[src/rtl/core/tss_pkg.sv]
// Shared constants of the top-k score selection unit: register map and reset values.
// Depends on nothing.
`timescale 1ns / 1ps

package tss_pkg;

   // Control and status register port geometry.
   localparam int CSR_DATA_W = 32;
   localparam int CSR_ADDR_W = 3;

   // Register indexes (byte address is four times the index).
   typedef enum logic [0:0] {
      CSR_IDX_KEEP_COUNT = 1'b0
   } csr_index_type;

   // Width and reset value of the keep count register.
   localparam int          KEEP_W     = 5;
   localparam logic [4:0]  KEEP_RESET = 5'd5;

endpackage

[src/rtl/core/topk_score_select_unit.sv]
// Top level of the top-k score selection unit: ranked list, insertion logic,
// result drain buffer and control register port. Depends on tss_pkg.
`timescale 1ns / 1ps

// The unit takes one class score per transfer and keeps the highest keep_count
// scores of the current row together with their positions in the row, ranked
// by descending score; on equal scores the earlier position ranks first and a
// newcomer never displaces an equal kept score. One score is accepted in every
// cycle, but for a row_last held as described below: the ranked list is a bank
// of registers and the compare-and-insert for each score is a single parallel
// compare against all kept entries. When the transfer that carries row_last is
// accepted, the finished list is copied into a drain buffer, the ranked list
// clears at once, and the next row may start in the following cycle. The drain
// buffer hands out one result per cycle while rsp_ready is high, best first,
// with result_last on the lowest-ranked one. A transfer with row_last is
// accepted once the previous row has drained, or in the same cycle as the
// transfer of that row's last result. A short row that follows a row with more
// results is therefore held at its row_last until those results have left,
// one per cycle when the result side never stalls.
// A keep_count of zero yields no results; values above MAX_K act as MAX_K.
// Scores at positions MAX_CLASSES and beyond are ignored, though their
// row_last still closes the row. keep_count is at byte address 0 and should
// be written only while no row is open.
module topk_score_select_unit #(
   parameter int MAX_K       = 16,
   parameter int MAX_CLASSES = 1024,
   parameter int SCORE_WIDTH = 16,
   localparam int IDX_W      = $clog2(MAX_CLASSES)
) (
   input  logic                                clock,
   input  logic                                reset,
   // Score input channel.
   input  logic                                req_valid,
   output logic                                req_ready,
   input  logic signed [SCORE_WIDTH-1:0]       req_score,
   input  logic                                req_row_last,
   // Result channel.
   output logic                                rsp_valid,
   input  logic                                rsp_ready,
   output logic        [IDX_W-1:0]             rsp_class_index,
   output logic signed [SCORE_WIDTH-1:0]       rsp_kept_score,
   output logic                                rsp_result_last,
   // Control register port.
   input  logic                                psel,
   input  logic                                penable,
   input  logic                                pwrite,
   input  logic        [tss_pkg::CSR_ADDR_W-1:0] paddr,
   input  logic        [tss_pkg::CSR_DATA_W-1:0] pwdata,
   output logic        [tss_pkg::CSR_DATA_W-1:0] prdata,
   output logic                                pready
);
   import tss_pkg::*;

   // Count widths: KW holds 0..MAX_K, POS_W holds 0..MAX_CLASSES.
   localparam int KW    = $clog2(MAX_K + 1);
   localparam int POS_W = $clog2(MAX_CLASSES + 1);

   // Keep count register.
   logic [KEEP_W-1:0] keep_ff;
   logic              csr_write;
   logic              csr_hit;

   // Ranked list; entries at or above the fill count hold stale data.
   logic signed [SCORE_WIDTH-1:0] kept_score_ff [MAX_K];
   logic        [IDX_W-1:0]       kept_index_ff [MAX_K];
   logic signed [SCORE_WIDTH-1:0] kept_score_in [MAX_K];
   logic        [IDX_W-1:0]       kept_index_in [MAX_K];
   logic        [KW-1:0]          fill_ff;
   logic        [POS_W-1:0]       row_pos_ff;

   // Drain buffer; entry 0 is the result on offer.
   logic signed [SCORE_WIDTH-1:0] drain_score_ff [MAX_K];
   logic        [IDX_W-1:0]       drain_index_ff [MAX_K];
   logic        [KW-1:0]          drain_cnt_ff;

   // Insertion decode.
   logic [31:0]      keep_ext;
   logic [KW-1:0]    k_eff;
   logic [KW-1:0]    fill_eff;
   logic [KW-1:0]    fill_new;
   logic [MAX_K-1:0] in_list;
   logic [MAX_K-1:0] lt;
   logic [MAX_K-1:0] ge;
   logic             in_range;
   logic             do_ins;
   logic             grow;
   logic             req_xfer;
   logic             rsp_xfer;
   logic [IDX_W-1:0] new_index;

   // ------------------------------------------------------------------
   // Control register port. Writes complete in the access phase; reads
   // return the register, and addresses beyond the map read as zero.
   // ------------------------------------------------------------------
   assign pready    = 1'b1;
   assign csr_hit   = (paddr[CSR_ADDR_W-1:2] == CSR_IDX_KEEP_COUNT);
   assign csr_write = psel && penable && pwrite && pready && csr_hit;
   assign prdata    = csr_hit ? CSR_DATA_W'(keep_ff) : '0;

   always_ff @(posedge clock) begin
      if (reset) begin
         keep_ff <= KEEP_RESET;
      end else if (csr_write) begin
         keep_ff <= pwdata[KEEP_W-1:0];
      end
   end

   // ------------------------------------------------------------------
   // Handshakes. A row close loads the drain buffer, so it needs the buffer
   // empty or its last result leaving at the same edge.
   // ------------------------------------------------------------------
   assign req_ready = !req_row_last || (drain_cnt_ff == '0) ||
                      ((drain_cnt_ff == KW'(1)) && rsp_ready);
   assign req_xfer  = req_valid && req_ready;
   assign rsp_valid = (drain_cnt_ff != '0);
   assign rsp_xfer  = rsp_valid && rsp_ready;

   assign rsp_class_index = drain_index_ff[0];
   assign rsp_kept_score  = drain_score_ff[0];
   assign rsp_result_last = (drain_cnt_ff == KW'(1));

   // ------------------------------------------------------------------
   // Compare and insert. Because the list is sorted, the entries that rank
   // at or above the new score form a prefix; the new score goes in right
   // after that prefix and everything below moves down one place.
   // ------------------------------------------------------------------
   always_comb begin
      keep_ext  = 32'(keep_ff);
      k_eff     = (keep_ext >= 32'(MAX_K)) ? KW'(MAX_K) : keep_ext[KW-1:0];
      fill_eff  = (fill_ff > k_eff) ? k_eff : fill_ff;
      in_range  = (row_pos_ff < POS_W'(MAX_CLASSES));
      new_index = row_pos_ff[IDX_W-1:0];

      for (int i = 0; i < MAX_K; i++) begin
         in_list[i] = (KW'(i) < fill_eff);
         lt[i]      = in_list[i] && (kept_score_ff[i] < req_score);
         ge[i]      = in_list[i] && !lt[i];
      end

      // A full list takes the score only if it beats the current minimum.
      grow     = in_range && (k_eff != '0) && (fill_eff < k_eff);
      do_ins   = in_range && (k_eff != '0) && ((fill_eff < k_eff) || (|lt));
      fill_new = fill_eff + KW'(grow);

      kept_score_in[0] = kept_score_ff[0];
      kept_index_in[0] = kept_index_ff[0];
      if (do_ins && !ge[0]) begin
         kept_score_in[0] = req_score;
         kept_index_in[0] = new_index;
      end
      for (int i = 1; i < MAX_K; i++) begin
         kept_score_in[i] = kept_score_ff[i];
         kept_index_in[i] = kept_index_ff[i];
         if (do_ins && !ge[i]) begin
            if (ge[i-1]) begin
               kept_score_in[i] = req_score;
               kept_index_in[i] = new_index;
            end else begin
               kept_score_in[i] = kept_score_ff[i-1];
               kept_index_in[i] = kept_index_ff[i-1];
            end
         end
      end
   end

   // List contents carry no reset; only the fill count marks what is valid.
   always_ff @(posedge clock) begin
      if (req_xfer) begin
         for (int i = 0; i < MAX_K; i++) begin
            kept_score_ff[i] <= kept_score_in[i];
            kept_index_ff[i] <= kept_index_in[i];
         end
      end
   end

   always_ff @(posedge clock) begin
      if (reset) begin
         fill_ff    <= '0;
         row_pos_ff <= '0;
      end else if (req_xfer) begin
         if (req_row_last) begin
            fill_ff    <= '0;
            row_pos_ff <= '0;
         end else begin
            fill_ff <= fill_new;
            if (in_range) begin
               row_pos_ff <= row_pos_ff + POS_W'(1);
            end
         end
      end
   end

   // ------------------------------------------------------------------
   // Drain buffer. A row close loads the finished list, including the
   // score that closed the row; each result transfer shifts it by one.
   // ------------------------------------------------------------------
   always_ff @(posedge clock) begin
      if (reset) begin
         drain_cnt_ff <= '0;
      end else if (req_xfer && req_row_last) begin
         drain_cnt_ff <= fill_new;
      end else if (rsp_xfer) begin
         drain_cnt_ff <= drain_cnt_ff - KW'(1);
      end
   end

   always_ff @(posedge clock) begin
      if (req_xfer && req_row_last) begin
         for (int i = 0; i < MAX_K; i++) begin
            drain_score_ff[i] <= kept_score_in[i];
            drain_index_ff[i] <= kept_index_in[i];
         end
      end else if (rsp_xfer) begin
         for (int i = 0; i < MAX_K - 1; i++) begin
            drain_score_ff[i] <= drain_score_ff[i+1];
            drain_index_ff[i] <= drain_index_ff[i+1];
         end
      end
   end

endmodule

[config.mk]
export PLATFORM = sky130hd
export DESIGN_NAME = topk_score_select_unit
export DESIGN_NICKNAME = d
export VERILOG_FILES = /design/src/rtl/core/tss_pkg.sv /design/src/rtl/core/topk_score_select_unit.sv
export SDC_FILE = /design/constraint.sdc
export NUM_CORES = 2
export LEC_CHECK = 0
export BUFFER_PORTS_ARGS = -buffer_cell sky130_fd_sc_hd__clkbuf_2
export CORE_MARGIN = 2
export CORE_UTILIZATION = 45
export DETAILED_ROUTE_END_ITERATION = 12
export PLACE_DENSITY_LB_ADDON = 0.05
export SLEW_MARGIN = 15
export SYNTH_ARGS = -nofsm -noshare
export SYNTH_HDL_FRONTEND = slang
export SYNTH_SLANG_ARGS = --single-unit
[constraint.sdc]
create_clock -name clock -period 29.4 [get_ports clock]
set_clock_uncertainty 0.1 [all_clocks]
set_input_delay 5.88 -clock clock [delete_from_list [all_inputs] [get_ports clock]]
set_output_delay 5.88 -clock clock [all_outputs]
set_load 0.02 [all_outputs]
==> results by group <==
Placed design
  – Number of buffer cells added on primary ports: 63
  – Placer Congestion: 0.855
  – Final HPWL from detailed placement: 73.2 mm
  – Placement Setup Slack: 16940 ps

Die
  – Die width: 331 um
  – Y dimension of the die: 331 um
  – Number of cell rows: 120
  – IO Pins: 121
  – Placeable Area: 107000 um^2
  – Overall die area: 110000 um^2
  – Initial core utilization: 45.2%

Clock tree
  – CTS-repair resized insts: 0
  – Number of buffers on the longest clock path: 3
  – Buffer count from post-CTS setup fixing: 0
  – Maximum level of the CTS H-tree: 3
  – CTS tree: built
  – Worst-Skew Late Latency: 680 ps
  – TritonCTS Buffers: 101
  – Number of buffers inserted by hold repair at cts: 0
  – Clock sink count: 858
  – Clock transition at path regs: 60 ps
  – Clock root buffer master: clkbuf_16

Global routing
  – Number of global-route vias before repair: 30.6k
  – Pin count of the biggest net entering global routing: 217
  – Global-route wire length before repair: 181 mm
  – All-Layer GR Usage: 20.5%
  – Antenna violations before repair: 2
  – Grt ovf: 0

Worst setup path
  – Crit. End Element: output port
  – Data arrival at the endpoint of the critical path: 6500 ps
  – Required time of the worst setup path: 23420 ps
  – Maximum fanout count along the critical path: 8
  – FF-to-FF Start: keep_ff[4]
  – Critical path startpoint: req_row_last
  – Startpoint kind of the worst setup timing path: input pin
  – Setup CP Type: in -> out

Timing
  – Worst Hold Margin: 423 ps
  – Number of endpoints failing setup at the final stage: 0
  – Count of endpoints failing hold in the final timing report: 0
  – Final critical-path share of the clock period: 42.4%
  – Relative max-transition margin: 26.3%
  – Number of slew-limit violations in the final report: 0
  – Unrepaired setup endpoints after global routing: false
  – Min setup slack post-route: 16920 ps
  – Max Fclk: 0.0801 GHz
  – Worst Tran Pin Value: 1080 ps
  – Time the final worst path needs with I/O delays and setup: 12480 ps
  – Aggregate negative setup slack: 0 ps

Yosys
  – Most frequently used cell type in the post-synthesis netlist: edfxtp_1
  – Average size of a mapped cell: 11.9 um^2
  – Area leader, netlist: edfxtp_1
  – Multiplexer share of the synthesized area: 15.9%
  – Most frequent cells after synthesis: edfxtp_1, nand2_1, mux2_2, o21ai_0, ha_1
  – Synthesized-area fraction occupied by adder cells: 6.59%
  – Post-Synth Simple-Gate Area: 9.34%
  – Yosys cell types: 83
  – Most common flop cell mapped by yosys: edfxtp_1
  – Share of flip-flops with an asynchronous set or reset after synthesis: 0%
  – Post-synth EDFFs: 832
  – Gate Count Post-Synth: 4063
  – Synthesized-area fraction occupied by ao, oa, aoi and oai cells: 11.0%
  – Most area-consuming cells after synthesis: edfxtp_1, mux2_2, ha_1, nand2_1, o21ai_0
  – Count of yosys warnings during synthesis: 0
  – Share of the synthesized netlist area taken by xor and xnor gates: 0.200%
  – Post-Synthesis Cell Area: 48200 um^2
  – Flip-flop and latch count after synthesis: 858
  – Sequential cell area fraction in the yosys report: 52.9%
  – Yosys top cell area share: 51.8%
  – Main combinational cell family by area after synthesis: multiplexers

Power and ir drop
  – Total power: 4610 uW
  – Power per cell area: 87.7 nW/um^2
  – IR Drop Worst-Case VDD: 68.7 uV
  – Static Leak: 0.0182 uW

Cells and area
  – Antenna diode instance count: 0
  – Final net count: 4282
  – Synth-to-layout area growth: 8.94%
  – Share of cells above drive strength 1: 19.4%

Run
  – Max-capacitance violation count: 0

Hold path
  – Tightest Hold Check Type: reg -> reg
  – Launch instance of the worst min-delay path: drain_cnt_ff[4]

Route
  – Number of DRC markers in iteration 0: 1980
  – Vias post-DR: 30.7k
  – Number of vias per cell after detailed routing: 5.63
  – DRC errors left: 0
  – Detailed-router iteration count before antenna repair: 5
  – Antenna-violating nets left: 0
  – Total routed wirelength: 113 mm
  – Routed len/inst: 20.7 um

Outcome
  – Run status: completed
==> power by group <==
group,total [uW],switching [uW],internal [uW]
Sequential,2170,187,1980
Clock,1210,513,699
Combinational,1220,757,467
Total,4610,1460,3150
==> cell families (layout without fill, tap and decap cells) <==
| family | count (synthesis) | count (layout) |
|---|---|---|
| AND/OR/NAND/NOR | 1025 | 1025 |
| flip-flops | 858 | 858 |
| AO/OA/AOI/OAI | 811 | 811 |
| multiplexers | 694 | 694 |
| buffers and inverters | 408 | 372 |
| adder cells (fa/ha/maj) | 254 | 254 |
| XOR/XNOR | 11 | 11 |
| other | 2 | 28 |
==> worst max-delay path, stage by stage <==
cell and delay, ps:
clkbuf_2 280, nand3_1 150, clkbuf_2 190
==> final cells by class <==
class | count | area, um^2
multi-input combinational | 2823 | 21000
tap | 1403 | 1760
sequential | 858 | 25500
clock buffer | 141 | 2810
fill | 9581 | 54100
clock inverter | 46 | 329
timing repair buffer | 125 | 843
inverter | 60 | 238
==> path summary, 6_finish.rpt <==
kind	end	slack [ps]	cells past startpoint
worst max-delay path	req_ready	16920	3
worst min-delay path	drain_cnt_ff[4]	420	2
worst max register to register	drain_index_ff[1][65]	22220	19
worst min register to register	drain_cnt_ff[4]	420	2
==> state kept, by name, indices dropped and copies added (netlist names) <==
| signal | cells |
|---|---|
| row_pos_ff | 11 |
| drain_score_ff | 256 |
| drain_index_ff | 160 |
| kept_score_ff | 256 |
| drain_cnt_ff | 5 |
| kept_index_ff | 160 |
| keep_ff | 5 |
| fill_ff | 5 |
==> layout by cell type (no fill, tap or decap), types with 16 or more instances in the layout <==
master	n
clkbuf_1	31
a21oi_1	147
mux2_1	57
edfxtp_1	832
mux2_2	465
clkbuf_16	105
o21ai_4	16
conb_1	28
a211oi_1	18
inv_1	42
buf_4	57
clkinv_2	16
nand2_1	541
mux2i_1	161
nand3_1	209
ha_1	254
nor2_1	135
dfxtp_1	26
o311ai_0	182
nand4_1	27
clkinv_1	36
a21o_1	23
nor2b_1	19
clkbuf_2	63
nand2b_1	16
o21ai_0	321
==> per-layer routing <==
| layer | part of all wire, % | wire length, um | GRT usage [%] | vias to the layer above |
|---|---|---|---|---|
| met2 | 45 | 50600 | 32.3 | 554 |
| met3 | 3.8 | 4320 | 2.81 | 143 |
| met4 | 2.5 | 2850 | 5.54 | 0 |
| met1 | 49 | 55300 | 29.7 | 14700 |
| li1 | - | - | - | 15300 |
| met5 | 0 | 0 | 0 | - |
==> through the flow <==
| step | instance area, um^2 | utilization (%) | instances |
|---|---|---|---|
| global placement | 49400 | 46.3 | 5269 |
| finish | 52500 | 49.3 | 5456 |
| CTS | 52500 | 49.3 | 5456 |
| global route | 52500 | 49.3 | 5456 |
| detailed placement | 49400 | 46.3 | 5269 |
| floorplan | 48300 | - | 4089 |
No activity file was read; power rests on OpenSTA's default activity.
